**config.mk**
```make
export PLATFORM = sky130hd
export DESIGN_NAME = bti_ctrl
export DESIGN_NICKNAME = d
export VERILOG_FILES = /design/src/hw/rtl/bti_pkg.sv /design/src/hw/rtl/bti_ctrl.sv
export SDC_FILE = /design/constraint.sdc
export NUM_CORES = 1
export LEC_CHECK = 0
export BUFFER_PORTS_ARGS = -buffer_cell sky130_fd_sc_hd__buf_4
export CORE_AREA = 2 2 56 58
export CTS_CLUSTER_DIAMETER = 150
export DETAILED_ROUTE_END_ITERATION = 12
export DIE_AREA = 0 0 58 60
export GPL_TIMING_DRIVEN = 0
export HOLD_SLACK_MARGIN = 0.05
export SLEW_MARGIN = 0
export SYNTH_ARGS = -nofsm -noshare
export SYNTH_HDL_FRONTEND = slang
export SYNTH_SLANG_ARGS = --single-unit
```
**constraint.sdc**
```tcl
create_clock -name clk -period 1.93 [get_ports clk]
set_input_delay 0 -clock clk [delete_from_list [all_inputs] [get_ports clk]]
set_output_delay 0 -clock clk [all_outputs]
set_load 0.02 [all_outputs]
```
**src/hw/rtl/bti_pkg.sv**
```systemverilog
package bti_pkg;

  localparam int DATA_W   = 32;
  localparam int POS_W    = 6;
  localparam int COUNT_W  = 7;
  localparam int STATUS_W = 3;
  localparam int KIND_W   = 2;
  localparam int CFG_IDX_W = 1;

  // restoring divider: quotient fits in 33 bits, remainder starts below the divisor
  localparam int DIV_STEPS = 33;
  localparam int STEP_W    = 6;

  localparam int FALLBACK_UNITS = 10;

  localparam logic [KIND_W-1:0] KIND_LOAD   = 2'd0;
  localparam logic [KIND_W-1:0] KIND_INTERP = 2'd1;
  localparam logic [KIND_W-1:0] KIND_FLOOR  = 2'd2;
  localparam logic [KIND_W-1:0] KIND_CEIL   = 2'd3;

  localparam logic [STATUS_W-1:0] ST_OK      = 3'd0;
  localparam logic [STATUS_W-1:0] ST_BELOW   = 3'd1;
  localparam logic [STATUS_W-1:0] ST_ABOVE   = 3'd2;
  localparam logic [STATUS_W-1:0] ST_EMPTY   = 3'd3;
  localparam logic [STATUS_W-1:0] ST_IGNORED = 3'd4;

  localparam logic [CFG_IDX_W-1:0] CFG_ENTRY_COUNT = 1'b0;
  localparam logic [CFG_IDX_W-1:0] CFG_FALLBACK    = 1'b1;

  typedef struct packed {
    logic [KIND_W-1:0]        kind;
    logic [POS_W-1:0]         position;
    logic signed [DATA_W-1:0] key;
    logic signed [DATA_W-1:0] entry_value;
  } in_word_t;

  typedef struct packed {
    logic signed [DATA_W-1:0] result;
    logic [POS_W-1:0]         segment;
    logic [STATUS_W-1:0]      status;
  } out_word_t;

  typedef struct packed {
    logic               capture;
    logic               dispatch;
    logic               rd_en;
    logic [COUNT_W-1:0] rd_idx;
    logic               resolve;
    logic               mul;
    logic               div_init;
    logic               div_step;
    logic               lerp_done;
    logic               emit;
  } ctl_cmd_t;

  typedef struct packed {
    logic [COUNT_W-1:0] last_idx;
    logic               go_scan;
    logic               need_div;
  } ctl_stat_t;

endpackage

```
**src/hw/rtl/bti_ctrl.sv**
```systemverilog
module bti_ctrl (
  input  logic                clk,
  input  logic                rst_n,
  input  logic                in_valid,
  output logic                in_stall,
  output logic                out_valid,
  input  logic                out_stall,
  output bti_pkg::ctl_cmd_t   cmd,
  input  bti_pkg::ctl_stat_t  stat
);

  localparam logic [3:0] S_IDLE     = 4'd0;
  localparam logic [3:0] S_DISPATCH = 4'd1;
  localparam logic [3:0] S_SCAN     = 4'd2;
  localparam logic [3:0] S_DRAIN    = 4'd3;
  localparam logic [3:0] S_RESOLVE  = 4'd4;
  localparam logic [3:0] S_MUL      = 4'd5;
  localparam logic [3:0] S_DIVINIT  = 4'd6;
  localparam logic [3:0] S_DIV      = 4'd7;
  localparam logic [3:0] S_LERP     = 4'd8;
  localparam logic [3:0] S_EMIT     = 4'd9;

  logic [3:0]                      state_r, state_nxt;
  logic [bti_pkg::COUNT_W-1:0]     idx_r, idx_nxt;
  logic [bti_pkg::STEP_W-1:0]      step_r, step_nxt;
  logic                            out_valid_r, out_valid_nxt;

  assign in_stall  = (state_r != S_IDLE);
  assign out_valid = out_valid_r;

  always_comb begin
    state_nxt     = state_r;
    idx_nxt       = idx_r;
    step_nxt      = step_r;
    out_valid_nxt = out_valid_r;
    cmd           = '0;
    cmd.rd_idx    = idx_r;

    // the waiting word leaves independently of the work in progress
    if (out_valid_r && !out_stall) begin
      out_valid_nxt = 1'b0;
    end

    case (state_r)
      S_IDLE: begin
        if (in_valid) begin
          cmd.capture = 1'b1;
          state_nxt   = S_DISPATCH;
        end
      end
      S_DISPATCH: begin
        cmd.dispatch = 1'b1;
        idx_nxt      = '0;
        state_nxt    = stat.go_scan ? S_SCAN : S_EMIT;
      end
      S_SCAN: begin
        cmd.rd_en = 1'b1;
        if (idx_r == stat.last_idx) begin
          state_nxt = S_DRAIN;
        end else begin
          idx_nxt = idx_r + 1'b1;
        end
      end
      S_DRAIN: begin
        state_nxt = S_RESOLVE;
      end
      S_RESOLVE: begin
        cmd.resolve = 1'b1;
        state_nxt   = stat.need_div ? S_MUL : S_EMIT;
      end
      S_MUL: begin
        cmd.mul   = 1'b1;
        state_nxt = S_DIVINIT;
      end
      S_DIVINIT: begin
        cmd.div_init = 1'b1;
        step_nxt     = '0;
        state_nxt    = S_DIV;
      end
      S_DIV: begin
        cmd.div_step = 1'b1;
        if (step_r == bti_pkg::STEP_W'(bti_pkg::DIV_STEPS - 1)) begin
          state_nxt = S_LERP;
        end else begin
          step_nxt = step_r + 1'b1;
        end
      end
      S_LERP: begin
        cmd.lerp_done = 1'b1;
        state_nxt     = S_EMIT;
      end
      S_EMIT: begin
        if (!out_valid_r || !out_stall) begin
          cmd.emit      = 1'b1;
          out_valid_nxt = 1'b1;
          state_nxt     = S_IDLE;
        end
      end
      default: begin
        state_nxt = S_IDLE;
      end
    endcase
  end

  always_ff @(posedge clk) begin
    if (!rst_n) begin
      state_r     <= S_IDLE;
      idx_r       <= '0;
      step_r      <= '0;
      out_valid_r <= 1'b0;
    end else begin
      state_r     <= state_nxt;
      idx_r       <= idx_nxt;
      step_r      <= step_nxt;
      out_valid_r <= out_valid_nxt;
    end
  end

endmodule

```
# [Word-level counts from Yosys, hierarchy flattened]
# Cells that the tools add are included.
[op_classes] add_sub_neg=2 multipliers=0 n_div=0 magnitude_cmp=0 n_eq_ne=17 shifts=0 muxes=25 bitwise=0 n_reduce_logical=11
[ops] cell="$pmux 4 s10" n=1
[ops] cell="$mux 4" n=6
[ops] cell="$eq 4x3->1 const B" n=4
[ops] cell="$mux 1" n=14
[ops] cell="$pmux 7 s2" n=1
[ops] cell="$ne 2x2->1 const B" n=6
[ops] cell="$pmux 6 s2" n=1
[ops] cell="$eq 4x2->1 const B" n=2
[ops] cell="$eq 4x4->1 const B" n=2
[ops] cell="$add 7x1->7 const B" n=1
[ops] cell="$eq 7x7->1" n=1
[ops] cell="$mux 7" n=1
[ops] cell="$add 6x1->6 const B" n=1
[ops] cell="$eq 6x6->1 const B" n=1
[ops] cell="$mux 6" n=1
[ops] cell="$eq 4x1->1 const B" n=1
[ops] cell="$logic_not 4->1" n=1
[ops] cell="$reduce_and 2->1" n=2
[ops] cell="$reduce_and 4->1" n=1
[ops] cell="$reduce_bool 2->1" n=2
[ops] cell="$reduce_bool 4->1" n=1
[ops] cell="$logic_not 1->1" n=2
[ops] cell="$logic_and 1x1->1" n=1
[ops] cell="$logic_or 1x1->1" n=1
[word_totals] reg_bits=18 latch_bits=0 ram_bits=0 mem_bits_ro=0 inputBits=13 out_inout_bits=18 word_cells=59 n_memories=0

# [Logic depth before layout (Yosys ltp)]
[depth] depth_word=5 depth_mapped=7

# [Worst setup path after synthesis]
# OpenSTA, ideal clock, no wires.
[synth_timing] path_type="reg-to-reg" from="register state_r[3]" to="register idx_r[5] (netlist bit)" setup_time_ns=0.074 t_arrival_ns=1.557 path_slack_ns=0.299 path_stages_with_launch=7 path_buffers=1 cell_sequence="dfxtp_1 buf_6 nor4b_4 and2_4 a21boi_4 a41oi_1 a31oi_1"
[synth_via] elab_chain_cells=3 word_cells_on_any_way=6 classes_between="3 x eq/ne; 1 x mux; 2 x reduce/logical"
[synth_lines] item="start: declaration" line_no="bti_ctrl.sv:23" source="logic [3:0] state_r, state_nxt;"
[synth_lines] item="start signal: assignment" line_no="bti_ctrl.sv:112" source="state_r <= state_nxt;"
[synth_lines] item="$eq 4x2->1 or $eq 4x1->1 (tied branches)" line_no="bti_ctrl.sv:44" source="case (state_r)"
[synth_lines] item="$ne 2x2->1 (no source line) or $reduce_bool 2->1 (tied branches)"
[synth_lines] item="$reduce_and 2->1 (no source line)"
[synth_lines] item="end signal: assignment" line_no="bti_ctrl.sv:113" source="idx_r <= idx_nxt;"
[synth_lines] item="end: declaration" line_no="bti_ctrl.sv:24" source="logic [bti_pkg::COUNT_W-1:0] idx_r, idx_nxt;"
# Several ways; a longest one is shown, not always the timed one.
# A chain may end at the register's enable or synchronous reset.

# [Final worst setup path]
[layout_timing] from="register step_r[0] (netlist bit)" to="register state_r[1]"
[layout_via] elab_chain_cells=3
[layout_lines] item="start: declaration" line_no="bti_ctrl.sv:25" source="logic [bti_pkg::STEP_W-1:0] step_r, step_nxt;"
[layout_lines] item="start signal: assignment" line_no="bti_ctrl.sv:114" source="step_r <= step_nxt;"
[layout_lines] item="$eq 6x6->1" line_no="bti_ctrl.sv:82" source="if (step_r == bti_pkg::STEP_W'(bti_pkg::DIV_STEPS - 1)) begin"
[layout_lines] item="$ne 2x2->1 (no source line)"
[layout_lines] item="$reduce_and 4->1 (no source line)"
# No other way between the ends.

==> results.yml <==
power_and_ir_drop:
  combPwrFrac_pct: 32.6
  p_sw_uw: 318.6
  p_per_area_mw_per_mm2: 638.6
  power_frac_seq_pct: 42.2
  p_leak_uw: 0.0006465
  peakVddDrop_uv: 368.6
  finalPower_uw: 955.7
  pwr-share-clk_pct: 25.2
  swShare_pct: 33.34
  p_int_uw: 637.1
critical_path:
  end_kind: "flop"
  r2r_start: "step_r[0]"
  crit_type: "reg -> reg"
  crit_arrival_ns: 1.96
  critPathLaunchType: "flop"
  cp.required_ns: 2.11
  rrSetupSlack_ns: 0.15
  path_max_fanout: 8
  r2r_cells: 7
  r2r-end: "state_r[1]"
timing:
  finalSetupTns_ns: 0
  hold_viol: 0
  max_slew_margin_pct: 66.70
  fmax_mhz: 561.4
  post-route-min-period_ns: 1.781
  rsz0062_at_grt: "false"
  finalSetupViolations: 0
  maxSlewViolCount: 0
  worst_pin_slew_ns: 0.4995
  fin_worst_skew_ns: 0.008528
  period_share_pct: 92.29
min_path:
  min_path_type: "in -> reg"
  min_from: "in_valid"
  worstHoldPathCells: 3
  hold_end: "state_r[0]"
synthesis:
  synth_area_per_cell_um2: 8.712
  syn_inst: 135
  synth_seq_cells: 18
  syn_nets: 151
  ys_seq_area_share_pct: 30.64
  syn_area_mm2: 0.001176
  synthDistinctLibCells: 44
  yosysWarnings: 0
job:
  cap_violations: 0
placement:
  dp_hpwl_um: 2114
  place_area_mm2: 0.001443
  place_congestion: 0.7793
  portBuffers: 30
  place_inst: 198
route:
  via_per_inst: 5.404
  routed_wirelength_um: 2789
  ant_nets: 0
  dr.first_iter.drc_count: 29
  avgRoutedWirePerCell_um: 13.74
  vias: 1097
  drc: 0
  drtPass1Iterations: 4
floorplan:
  num_rows: 20
  die_area_mm2: 0.003480
  die_y_um: 60
  initial_core_util_pct: 40.52
  fp.dieW_um: 58
  io_pins: 31
  core_region_area_mm2: 0.002903
finish:
  fillers: 303
  final_cell_mix: "buf_4 (31), dfxtp_1 (18), nor2_1 (12), nand3_1 (9), nand2_1 (9)"
  finalInstanceArea_mm2: 0.001496
  fin_cells: 203
  syn2layout_area_growth_pct: 27.23
  nets: 187
  n_antenna_cell: 0
  layout_commonest_cell: "buf_4"
  utilization_pct: 51.55
  drive_above_1_share_pct: 30.00
global_route:
  grt_max_degree: 11
  grt_overflow_total: 0
  grt_pass1_vias: 1055
  grt_usage_pct: 17.24
  antenna_found_initial: 0
  grt_pass1_wl_um: 4623
clock_tree:
  postCtsSetupRepairBufs: 0
  htreeDepth: 1
  clockRootBuffer: "clkbuf_4"
  cts_tree: "done"
  numCtsBuffers: 3
  clkLatencyLatePin_ns: 0.30
  cts_sinks: 18
  cts.clk_slew.worst_paths_ns: 0.11
  clockBufferDepth: 2
outcome:
  status: "complete, no violations"
-- repair_timing --
item / CTS / global route
hold buffers: 1 / 0
endpoints found under the setup margin: 0 / 1
hold endpoints to repair: 1 / 0
gates resized for setup: 0 / 1
-- cell type report --
cell class                      instances  area [um2]  area share [%]
Sequential cell                        18       360.3           24.08
Timing Repair Buffer                   31       235.2           15.72
Multi-Input combinational cell        104       758.2           50.67
Inverter                                6       22.52           1.505
Buffer                                  7       42.54           2.843
Tap cell                               33       41.29           2.759
Clock buffer                            4       36.28           2.425
-- worst max-delay path by stage --
stage	start	to	slack [ns]	depth (start not counted)
global route	step_r[0]	state_r[1]	0.02	7
finish	step_r[0]	state_r[1]	0.15	7
CTS	step_r[0]	state_r[1]	0.06	7
global placement	step_r[0]	state_r[1]	0.23	7
detailed placement	step_r[0]	state_r[1]	0.17	7
floorplan	state_r[3]	idx_r[5]	0.30	6
-- cell usage after synthesis --
master | n | area, um2
clkbuf_2 | 1 | 5.000
o2111ai_1 | 1 | 8.760
nor2_1 | 12 | 45.04
nand3_1 | 9 | 45.04
a211oi_2 | 1 | 12.51
nor3_1 | 2 | 10.01
a41oi_1 | 3 | 26.28
buf_1 | 1 | 3.750
a31oi_1 | 5 | 31.28
or2b_1 | 3 | 22.52
nand2b_1 | 4 | 25.02
o21ai_0 | 3 | 15.01
and2_4 | 1 | 8.760
a21boi_0 | 4 | 30.03
nand3b_1 | 2 | 15.01
ha_1 | 3 | 37.54
o311ai_1 | 1 | 8.760
mux2_2 | 1 | 11.26
buf_2 | 3 | 15.01
nor3b_1 | 1 | 7.510
o21ai_2 | 2 | 17.52
o21a_1 | 2 | 15.01
a21oi_1 | 8 | 40.04
nor4_4 | 1 | 21.27
o32ai_1 | 1 | 8.760
a21boi_2 | 1 | 11.26
o41ai_1 | 1 | 8.760
buf_6 | 1 | 11.26
a21boi_4 | 1 | 18.77
o31a_1 | 1 | 8.760
mux2i_1 | 1 | 10.01
inv_1 | 6 | 22.52
dfxtp_1 | 18 | 360.4
xnor2_1 | 3 | 26.28
xor2_1 | 8 | 70.07
nand4bb_1 | 1 | 11.26
nor3_2 | 1 | 10.01
nand2_1 | 9 | 33.78
and3_1 | 3 | 18.77
nand3b_4 | 1 | 20.02
buf_4 | 1 | 7.510
and4b_1 | 1 | 10.01
nor4b_4 | 1 | 23.77
and2_1 | 1 | 6.260
-- metal layers --
metal | track usage [%] | routed length [um]
met5 | 0 | 0
met1 | 21.65 | 1264
met3 | 1.948 | 149
met2 | 29.55 | 1328
met4 | 7.973 | 45
-- power by group through the flow --
stage | clock, uW | combinational (uW) | sequential, uW
2_1_floorplan | 0 | 204 | 412
3_3_place_gp | 0 | 303 | 411
3_5_place_dp | 0 | 309 | 412
4_1_cts | 253 | 313 | 404
5_1_grt | 267 | 339 | 406
6_report | 241 | 311 | 403
-- critical path: stages (launching register included) --
cell       delay (ns)
dfxtp_1          0.35
inv_1            0.07
ha_1             0.15
nand4bb_1        0.19
o21ai_4          0.30
o21ai_2          0.14
o311ai_1         0.34
o41ai_1          0.14
-- stage by stage --
step | hold WS [ns] | worst slack, ns
2_1_floorplan | 0.1286 | 0.2992
3_3_place_gp | 0.2911 | 0.2292
3_5_place_dp | 0.3037 | 0.1746
4_1_cts | 0.05664 | 0.06233
5_1_grt | 0.07351 | 0.02070
6_report | 0.06027 | 0.1488
-- registers in the layout (all words and copies together) (netlist names) --
register	count
idx_r	7
out_valid	1
state_r	4
step_r	6
-- kinds of logic after synthesis --
kind of cell,synth area share (%)
XOR/XNOR,8.192
AO/OA/AOI/OAI,22.23
AND/OR/NAND/NOR,28.40
buffers and inverters,5.531
adder cells (fa/ha/maj),3.192
multiplexers,1.808
flip-flops,30.64
(Power assumes the default switching activity.)
